### config.mk
export PLATFORM = sky130hd
export DESIGN_NAME = multichannel_block_averager
export DESIGN_NICKNAME = d
export VERILOG_FILES = /design/src/hw/rtl/mba_pkg.sv /design/src/hw/rtl/mba_front.sv /design/src/hw/rtl/mba_queue.sv /design/src/hw/rtl/mba_back.sv /design/src/hw/rtl/multichannel_block_averager.sv
export SDC_FILE = /design/constraint.sdc
export NUM_CORES = 1
export LEC_CHECK = 0
export BUFFER_PORTS_ARGS = -buffer_cell sky130_fd_sc_hd__buf_4
export CAP_MARGIN = 20
export CORE_ASPECT_RATIO = 2
export CORE_MARGIN = 5
export CORE_UTILIZATION = 40
export DETAILED_ROUTE_END_ITERATION = 12
export GPL_ROUTABILITY_DRIVEN = 1
export MAX_ROUTING_LAYER = met4
export PLACE_DENSITY = 0.62
export SYNTH_ARGS = -nofsm -noshare
export SYNTH_HDL_FRONTEND = slang
export SYNTH_HIERARCHICAL = 1
export SYNTH_SLANG_ARGS = --single-unit
export TNS_END_PERCENT = 1
### constraint.sdc
create_clock -name i_clk -period 10.4 [get_ports i_clk]
set_clock_uncertainty 0.2 [all_clocks]
set_input_delay 0 -clock i_clk [delete_from_list [all_inputs] [get_ports i_clk]]
set_output_delay 0 -clock i_clk [all_outputs]
set_load 0.01 [all_outputs]
### src/hw/rtl/mba_pkg.sv
// Shared types, constants and register codes of the multichannel block averager.
package mba_pkg;

    localparam int LANES       = 4;
    localparam int LANE_W      = 2;
    localparam int CHAN_W      = 3;
    localparam int VALUE_W     = 12;
    localparam int AVG_W       = 12;
    localparam int CFG_IDX_W   = 3;
    localparam int CFG_DATA_W  = 3;
    localparam int SAMPLES_DEF = 16;
    localparam int QUEUE_DEPTH = 4;
    localparam int MAX_VALUE   = 4095;

    localparam logic [AVG_W-1:0] CENTER = 12'd2048;

    // Configuration register indexes.
    localparam logic [CFG_IDX_W-1:0] CFG_LANE0_CHANNEL = 3'd0;
    localparam logic [CFG_IDX_W-1:0] CFG_LANE1_CHANNEL = 3'd1;
    localparam logic [CFG_IDX_W-1:0] CFG_LANE2_CHANNEL = 3'd2;
    localparam logic [CFG_IDX_W-1:0] CFG_LANE3_CHANNEL = 3'd3;

    typedef struct packed {
        logic [CHAN_W-1:0]  sample_channel;
        logic [VALUE_W-1:0] sample_value;
    } t_in;

    typedef struct packed {
        logic [LANE_W-1:0]       lane_index;
        logic signed [AVG_W-1:0] centered_average;
    } t_out;

    // A classified sample as it waits between the front and the back.
    typedef struct packed {
        logic [LANE_W-1:0]  lane;
        logic [VALUE_W-1:0] value;
    } t_item;

endpackage

### src/hw/rtl/mba_front.sv
// Front part: holds the lane channel registers and routes each sample whose channel matches a lane to that lane.
module mba_front (
    input  logic                             i_clk,
    input  logic                             i_rst_n,
    input  logic                             i_cfg_we,
    input  logic [mba_pkg::CFG_IDX_W-1:0]    i_cfg_index,
    input  logic [mba_pkg::CFG_DATA_W-1:0]   i_cfg_data,
    input  logic                             i_in_valid,
    output logic                             o_in_stall,
    input  mba_pkg::t_in                     i_in_data,
    output logic                             o_push,
    output mba_pkg::t_item                   o_push_item,
    input  logic                             i_queue_full
);

    logic [mba_pkg::CHAN_W-1:0] r_lane_chan [mba_pkg::LANES];
    logic                       hit;
    logic [mba_pkg::LANE_W-1:0] hit_lane;

    always_ff @(posedge i_clk) begin
        if (!i_rst_n) begin
            for (int i = 0; i < mba_pkg::LANES; i++) begin
                r_lane_chan[i] <= mba_pkg::CHAN_W'(i);
            end
        end else if (i_cfg_we) begin
            unique case (i_cfg_index)
                mba_pkg::CFG_LANE0_CHANNEL: r_lane_chan[0] <= i_cfg_data;
                mba_pkg::CFG_LANE1_CHANNEL: r_lane_chan[1] <= i_cfg_data;
                mba_pkg::CFG_LANE2_CHANNEL: r_lane_chan[2] <= i_cfg_data;
                mba_pkg::CFG_LANE3_CHANNEL: r_lane_chan[3] <= i_cfg_data;
                default: ;
            endcase
        end
    end

    // Scan from the top lane down so that the lowest matching lane wins.
    always_comb begin
        hit      = 1'b0;
        hit_lane = '0;
        for (int i = mba_pkg::LANES - 1; i >= 0; i--) begin
            if (r_lane_chan[i] == i_in_data.sample_channel) begin
                hit      = 1'b1;
                hit_lane = mba_pkg::LANE_W'(i);
            end
        end
    end

    assign o_in_stall        = i_queue_full;
    assign o_push            = i_in_valid && !i_queue_full && hit;
    assign o_push_item.lane  = hit_lane;
    assign o_push_item.value = i_in_data.sample_value;

endmodule

### src/hw/rtl/mba_queue.sv
// Short queue of classified samples between the front and the back.
module mba_queue (
    input  logic            i_clk,
    input  logic            i_rst_n,
    input  logic            i_push,
    input  mba_pkg::t_item  i_push_item,
    output logic            o_full,
    input  logic            i_pop,
    output logic            o_valid,
    output mba_pkg::t_item  o_item
);

    localparam int PTR_W = $clog2(mba_pkg::QUEUE_DEPTH);
    localparam int CNT_W = $clog2(mba_pkg::QUEUE_DEPTH + 1);

    mba_pkg::t_item   r_mem [mba_pkg::QUEUE_DEPTH];
    logic [PTR_W-1:0] r_wr_ptr;
    logic [PTR_W-1:0] r_rd_ptr;
    logic [CNT_W-1:0] r_count;
    logic             do_push;
    logic             do_pop;

    assign o_full  = (r_count == CNT_W'(mba_pkg::QUEUE_DEPTH));
    assign o_valid = (r_count != '0);
    assign o_item  = r_mem[r_rd_ptr];
    assign do_push = i_push && !o_full;
    assign do_pop  = i_pop && o_valid;

    always_ff @(posedge i_clk) begin
        if (do_push) begin
            r_mem[r_wr_ptr] <= i_push_item;
        end
    end

    always_ff @(posedge i_clk) begin
        if (!i_rst_n) begin
            r_wr_ptr <= '0;
            r_rd_ptr <= '0;
            r_count  <= '0;
        end else begin
            if (do_push) begin
                r_wr_ptr <= (r_wr_ptr == PTR_W'(mba_pkg::QUEUE_DEPTH - 1)) ? '0
                                                                          : r_wr_ptr + 1'b1;
            end
            if (do_pop) begin
                r_rd_ptr <= (r_rd_ptr == PTR_W'(mba_pkg::QUEUE_DEPTH - 1)) ? '0
                                                                          : r_rd_ptr + 1'b1;
            end
            case ({do_push, do_pop})
                2'b10:   r_count <= r_count + 1'b1;
                2'b01:   r_count <= r_count - 1'b1;
                default: r_count <= r_count;
            endcase
        end
    end

endmodule

### src/hw/rtl/mba_back.sv
// Back part: per-lane accumulation, block average by reciprocal multiply, output register.
module mba_back #(
    parameter int SAMPLES = mba_pkg::SAMPLES_DEF
) (
    input  logic            i_clk,
    input  logic            i_rst_n,
    input  logic            i_valid,
    input  mba_pkg::t_item  i_item,
    output logic            o_pop,
    output logic            o_out_valid,
    input  logic            i_out_stall,
    output mba_pkg::t_out   o_out_data
);

    localparam int SUM_W = $clog2(SAMPLES * mba_pkg::MAX_VALUE + 1);
    localparam int CNT_W = $clog2(SAMPLES + 1);
    localparam int LOG_S = $clog2(SAMPLES);
    localparam int SHIFT = SUM_W + LOG_S;
    localparam int REC_W = SUM_W + 1;
    localparam int PRD_W = SUM_W + REC_W;
    // floor(sum * RECIP / 2^SHIFT) equals floor(sum / SAMPLES) for every sum below 2^SUM_W.
    localparam logic [REC_W-1:0] RECIP =
        REC_W'(((64'd1 << SHIFT) + 64'(SAMPLES) - 64'd1) / SAMPLES);

    logic [SUM_W-1:0] r_sum [mba_pkg::LANES];
    logic [CNT_W-1:0] r_cnt [mba_pkg::LANES];

    logic                       r_s_valid;
    logic [mba_pkg::LANE_W-1:0] r_s_lane;
    logic [SUM_W-1:0]           r_s_sum;
    logic                       r_m_valid;
    logic [mba_pkg::LANE_W-1:0] r_m_lane;
    logic [PRD_W-1:0]           r_m_prod;
    logic                       r_out_valid;
    mba_pkg::t_out              r_out;

    logic                       out_ready;
    logic                       m_ready;
    logic                       s_ready;
    logic [SUM_W-1:0]           acc_sum;
    logic [CNT_W-1:0]           acc_cnt;
    logic                       done;
    logic [mba_pkg::AVG_W-1:0]  avg;

    assign out_ready = !r_out_valid || !i_out_stall;
    assign m_ready   = !r_m_valid || out_ready;
    assign s_ready   = !r_s_valid || m_ready;
    assign o_pop     = i_valid && s_ready;

    assign acc_sum = r_sum[i_item.lane] + SUM_W'(i_item.value);
    assign acc_cnt = r_cnt[i_item.lane] + 1'b1;
    assign done    = (acc_cnt == CNT_W'(SAMPLES));
    assign avg     = r_m_prod[SHIFT +: mba_pkg::AVG_W];

    // Lane accumulators; a completed block clears its lane as the sum moves on.
    always_ff @(posedge i_clk) begin
        if (!i_rst_n) begin
            for (int i = 0; i < mba_pkg::LANES; i++) begin
                r_sum[i] <= '0;
                r_cnt[i] <= '0;
            end
        end else if (o_pop) begin
            r_sum[i_item.lane] <= done ? '0 : acc_sum;
            r_cnt[i_item.lane] <= done ? '0 : acc_cnt;
        end
    end

    always_ff @(posedge i_clk) begin
        if (!i_rst_n) begin
            r_s_valid   <= 1'b0;
            r_m_valid   <= 1'b0;
            r_out_valid <= 1'b0;
        end else begin
            if (s_ready) begin
                r_s_valid <= o_pop && done;
            end
            if (m_ready) begin
                r_m_valid <= r_s_valid;
            end
            if (out_ready) begin
                r_out_valid <= r_m_valid;
            end
        end
    end

    always_ff @(posedge i_clk) begin
        if (s_ready) begin
            r_s_lane <= i_item.lane;
            r_s_sum  <= acc_sum;
        end
        if (m_ready) begin
            r_m_lane <= r_s_lane;
            r_m_prod <= PRD_W'(r_s_sum) * PRD_W'(RECIP);
        end
        if (out_ready) begin
            r_out.lane_index       <= r_m_lane;
            r_out.centered_average <= avg - mba_pkg::CENTER;
        end
    end

    assign o_out_valid = r_out_valid;
    assign o_out_data  = r_out;

endmodule

### src/hw/rtl/multichannel_block_averager.sv
// Top level of the four-lane block-average decimator.
//
//  channel  valid         stall         payload       direction
//  input    i_in_valid    o_in_stall    i_in_data     tagged converter samples in
//  output   o_out_valid   i_out_stall   o_out_data    lane index and centered average out
//  config   i_cfg_we      -             i_cfg_index, i_cfg_data   lane channel writes
//
// One sample is accepted every cycle while o_in_stall is low; a completed block reaches
// o_out_valid after its last sample passes the queue write at acceptance, then the accumulate,
// reciprocal multiply and output registers.
// The input stalls only when the four-entry queue between front and back is full.
// Reset is synchronous and active low; it restores the lane channels and clears all sums
// and counts at once.
module multichannel_block_averager #(
    parameter int SAMPLES = mba_pkg::SAMPLES_DEF
) (
    input  logic                             i_clk,
    input  logic                             i_rst_n,
    input  logic                             i_cfg_we,
    input  logic [mba_pkg::CFG_IDX_W-1:0]    i_cfg_index,
    input  logic [mba_pkg::CFG_DATA_W-1:0]   i_cfg_data,
    input  logic                             i_in_valid,
    output logic                             o_in_stall,
    input  mba_pkg::t_in                     i_in_data,
    output logic                             o_out_valid,
    input  logic                             i_out_stall,
    output mba_pkg::t_out                    o_out_data
);

    logic           push;
    mba_pkg::t_item push_item;
    logic           queue_full;
    logic           pop;
    logic           queue_valid;
    mba_pkg::t_item queue_item;

    mba_front u_front (
        .i_clk        (i_clk),
        .i_rst_n      (i_rst_n),
        .i_cfg_we     (i_cfg_we),
        .i_cfg_index  (i_cfg_index),
        .i_cfg_data   (i_cfg_data),
        .i_in_valid   (i_in_valid),
        .o_in_stall   (o_in_stall),
        .i_in_data    (i_in_data),
        .o_push       (push),
        .o_push_item  (push_item),
        .i_queue_full (queue_full)
    );

    mba_queue u_queue (
        .i_clk       (i_clk),
        .i_rst_n     (i_rst_n),
        .i_push      (push),
        .i_push_item (push_item),
        .o_full      (queue_full),
        .i_pop       (pop),
        .o_valid     (queue_valid),
        .o_item      (queue_item)
    );

    mba_back #(
        .SAMPLES (SAMPLES)
    ) u_back (
        .i_clk       (i_clk),
        .i_rst_n     (i_rst_n),
        .i_valid     (queue_valid),
        .i_item      (queue_item),
        .o_pop       (pop),
        .o_out_valid (o_out_valid),
        .i_out_stall (i_out_stall),
        .o_out_data  (o_out_data)
    );

endmodule
---- After elaboration in Yosys (flattened, before gate mapping) ----
Memory sizes are Yosys's and may differ from the RTL's. A register that Yosys moved wholly into a read port is not among the register bits.
Cells that the tools add are included.
operators by class
  equality and inequality tests ........... 13
  $add $sub $neg .......................... 7
  reductions and logical operators ........ 19
  bitwise gates (word level) .............. 4
  mux-type cells .......................... 47
operators by type and width
  kind                      count
  $mux W16                  2
  $mux W1                   28
  $mux W2                   10
  $add A16 B12 Y16          1
  $reduce_or A16 Y1         1
  $eq A3 B3 Y1              4
  $mux W3                   4
  $sub A12 B12 Y12 const B  1
  $mux W5                   2
  $eq A2 B2 Y1 const B      3
  $eq A3 B2 Y1 const B      2
  $logic_and A1 B1 Y1       6
  $pmux W3 S2               1
  $add A5 B1 Y5 const B     1
  $eq A5 B5 Y1 const B      1
  $logic_not A1 Y1          5
  $reduce_or A5 Y1          1
  $add A2 B1 Y2 const B     2
  $or A1 B1 Y1              4
  $add A3 B1 Y3 const B     1
  $eq A3 B1 Y1 const B      1
  $eq A3 B3 Y1 const B      1
  $logic_not A3 Y1          1
  $logic_or A1 B1 Y1        3
  other kinds (4)           4
storage, ports and cells
  RAM bits ................................ 152
  output and inout port bits .............. 16
  memories kept ........................... 4
  bits in registers ....................... 60
memories
  memory               depth  bits a word  read ports  clocked after Yosys merged registers in  write ports  RTL line         source
  u_back.r_sum         4      16           1           0                                        4            mba_back.sv:25   logic [SUM_W-1:0] r_sum [mba_pkg::LANES];
  u_queue.r_mem        4      14           1           1                                        1            mba_queue.sv:16  mba_pkg::t_item r_mem [mba_pkg::QUEUE_DEPTH];
  u_back.r_cnt         4      5            1           0                                        4            mba_back.sv:26   logic [CNT_W-1:0] r_cnt [mba_pkg::LANES];
  u_front.r_lane_chan  4      3            4           0                                        4            mba_front.sv:16  logic [mba_pkg::CHAN_W-1:0] r_lane_chan [mba_pkg::LANES];

---- Depth between registers and ports, before layout ----
  depth after elaboration ................. 10
  gate-level depth with buffers ........... 14
  gate-level depth less buffers ........... 12

---- Modules after synthesis ----
Netlist, hierarchy kept.
modules (own cells, without submodules)
  module     cells each  area each (um^2)  instances
  mba_back   388         5771.8            1
  mba_queue  129         2543.7            1
  mba_front  74          775.7             1

---- Worst setup path before layout ----
OpenSTA, ideal clock, no wires.
  path type ............................... reg2reg
  from .................................... reg (tool-made name)
  to ...................................... mem u_back/r_sum[0][11] in the netlist's numbering (data pin)
  slack ................................... 6286 ps
  path buffers ............................ 6
  period minus slack after synthesis ...... 4114 ps
  data required time ...................... 9911 ps
  arrival ................................. 3625 ps
  cell stages (with the launch flop) ...... 15
  setup time .............................. 289 ps
  cell sequence ........................... dfxtp_1 > buf_6 > buf_12 > mux4_2 > buf_6 > buf_6 > buf_2 > mux4_2 > ha_1 > clkbuf_1 > and3_1 > a221oi_1 > a21bo_2 > a211oi_1 > nor3_1
RTL lines
  item       RTL line
  to (decl)  mba_back.sv:25

==> reports/metrics.cfg <==
[yosys]
syn_inst=591
syn_area_per_cell_um2=15.38
synth_cell_types=57
yosys.area_share.simple_pct=9.194
synth_top_family_by_area=multiplexers
synthFlopType=edfxtp_1
synth_area_leader_cell=edfxtp_1
syn_nets=638
synth_area_um2=9091
synth-warning-count=6
synth-compound-area-share_pct=5.615
synth-xor-area-share_pct=2.408
async_flop_share_pct=0
synth_top_cell_area_share_pct=64.08
synthAdderAreaFrac_pct=3.055
ys_ff_latch=206
synth-edff-count=194
synthMuxAreaShare_pct=9.221
synth_area_leaders=edfxtp_1, mux4_2, nor2_1
ys_seq_area_share_pct=66.72

[critical_path]
cp_data_required_time_ns=10.38
path_max_fanout=26
end_kind=flop
criticalPathCategory=flop to flop
start_kind=flop
cp_data_arrival_time_ns=5.08

[pwr]
sw_frac_of_total_pct=30.05
clkPwrFrac_pct=26.3
powerDensity_nw_per_um2=233.9
power.switching_uw=739.5
seqPwrFrac_pct=46.4
power.internal_mw=1.721
ir_drop_mv=0.1458
combPwrFrac_pct=27.4
p_leak_nw=3.848

[placed_design]
place.gp.congestion=0.9307
port_buffers=41
hpwl_um=12410

[sta]
fin_crit_sh_pct=49.10
fmax_mhz=195.8
whs_ns=0.05097
hold_viol=0
layout_min_cycle_time_ns=5.106
max_slew_margin_pct=23.51
tightest_slew_ns=1.147
finalSetupTns_ns=0
maxSlewViolCount=0
rsz0062_at_grt=false
setup_viol=0

[hold_path]
min_path_type=input pin to flop

[layout]
drive_above_1_share_pct=17.83
synthToLayoutAreaGrowth_pct=15.70
nets=708
diodes=0
fillers=1944

[floorplanning]
placementRows=78
core_um2=22540
chipHeight_um=223.2
io_pins=42
start_util_pct=40.33
die_w_um=116.6
dieArea_um2=26030

[route]
detail-route-antenna-nets=0
vias_per_cell=5.302
wirelength_um=18140
drtIter0Drc=266
vias=5053
drc=0
wl_per_cell_um=19.03
drt_first_pass_iters=4

[cts]
clk_latency_ns=0.48
numCtsBuffers=19
root_buffer=clkbuf_16
clockBufferDepth=3
cts_htree_levels=1
clkTransAtPathRegs_ns=0.07
cts.repair.resized=0
cts_tree=done
cts.sinks=206

[global_route]
track_usage_pct=14.57
antenna_found_initial=0
grt_max_degree=27
grt_pass1_wl_um=28430
grt_overflow=0
grt_pass1_vias=5424

[run]
cap_violations=0

[status]
run_status=completed

[worst paths after layout]
kind | to | start | cells past startpoint | slack, ns
setup / recovery | u_back/r_sum[2][8] | flop | 9 | 5.29
hold / removal | u_queue/r_mem[0][13] | i_in_data[12] | 4 | 0.05
setup reg to reg | u_back/r_sum[2][8] | flop | 9 | 5.29
hold reg to reg | u_back/r_m_prod[21] | u_back/r_s_sum[5] | 0 | 0.22
[critical path: stages (launching register included)]
cell and delay (ns):
dfxtp_1 0.90, mux4_2 1.03, mux4_2 0.61, ha_1 0.23, fa_1 0.42, a21o_1 0.21
a221oi_1 0.57, o21bai_1 0.14, xnor2_1 0.37, nor3_1 0.12
[sequential cells by signal, indices dropped and copies added, names as in the netlist, named ones only]
name / flops
u_queue/r_wr_ptr: 2
u_back/o_out_valid: 1
u_back/o_out_data: 14
u_back/r_s_lane: 2
u_front/r_lane_chan: 12
u_back/r_sum: 64
u_queue/r_count: 3
u_back/r_cnt: 20
u_back/r_s_sum: 12
u_queue/r_mem: 56
u_back/r_m_lane: 2
u_queue/r_rd_ptr: 2
u_back/r_s_valid: 1
u_back/r_m_prod: 12
u_back/r_m_valid: 1
[metal layers]
| metal | GRT usage, % | vias up | wire length (um) |
|---|---|---|---|
| met2 | 28.80 | 109 | 10920 |
| met1 | 14.13 | 2546 | 6096 |
| met3 | 1.954 | 33 | 739 |
| met5 | - | - | 0 |
| met4 | 4.185 | 0 | 386 |
| li1 | - | 2365 | - |
[kinds of logic after synthesis]
logic type | after synthesis
and+or+nand+nor | 173
DFF | 206
AOI/OAI and AO/OA | 70
muxes | 38
buffers and inverters | 58
xor gates and xnor gates | 25
adders and majority gates | 21
[layout make-up]
type / count / area (um2) / share of cell area, %
well taps: 280 / 350.3 / 3.331
clock buffers: 25 / 498.0 / 4.734
clock inverters: 8 / 68.82 / 0.6542
multi-input cells: 327 / 2681 / 25.49
inverters: 27 / 101.3 / 0.9635
repair buffers: 80 / 753.2 / 7.161
flip-flops and latches: 206 / 6066 / 57.67
[cell usage after synthesis (10+ instances only)]
cell type,count
and2_1,14
a21oi_1,22
inv_1,27
nor2_1,75
nor3_1,21
buf_4,14
dfxtp_1,12
nand2_1,21
a21o_1,10
ha_1,19
mux4_2,31
edfxtp_1,194
xor2_1,17
[through the flow]
| step | util [%] | std cells | total power, mW | cell area, um2 | setup WS, ns |
|---|---|---|---|---|---|
| after floorplan | - | 591 | 1.628 | 9091 | 6.286 |
| final | 46.66 | 953 | 2.460 | 10520 | 5.294 |
| after detailed placement | 42.57 | 885 | 1.826 | 9597 | 5.181 |
| after CTS | 46.59 | 952 | 2.485 | 10500 | 5.151 |
| after global placement | 42.20 | 882 | 1.792 | 9514 | 5.255 |
| after global routing | 46.66 | 953 | 2.586 | 10520 | 4.829 |
[placed cells by master (no fill, tap or decap), types with 3 or more instances in the layout]
master         instances
and2_1                14
or3_1                  7
buf_4                 42
and3_1                 3
a21oi_1               22
buf_16                 3
clkinv_2               3
ha_1                  19
dlygate4sd3_1         34
clkbuf_16             19
inv_1                 27
nand3_1                8
nor2_1                75
nor3_1                21
nand2b_1               6
o21ai_0                6
a221oi_1               3
dfxtp_1               12
a21o_1                10
nor2b_1                3
clkbuf_1               6
nand2_1               21
edfxtp_1             194
mux4_1                 4
nor3_2                 3
xnor2_1                8
o21bai_4               3
o31ai_1                5
xor2_1                17
mux4_2                31
[repair_timing]
item,in CTS,in global routing
hold endpoints to repair,90,0
hold buffers,34,0
setup buffers,0,0
[power groups by stage]
| stage | Combinational (mW) | Sequential (mW) | Clock, mW |
|---|---|---|---|
| floorplan | 0.477 | 1.15 | 0 |
| global placement | 0.642 | 1.15 | 0 |
| detailed placement | 0.664 | 1.16 | 0 |
| CTS | 0.676 | 1.14 | 0.664 |
| global route | 0.734 | 1.16 | 0.697 |
| finish | 0.673 | 1.14 | 0.646 |
(Power assumes the default switching activity.)
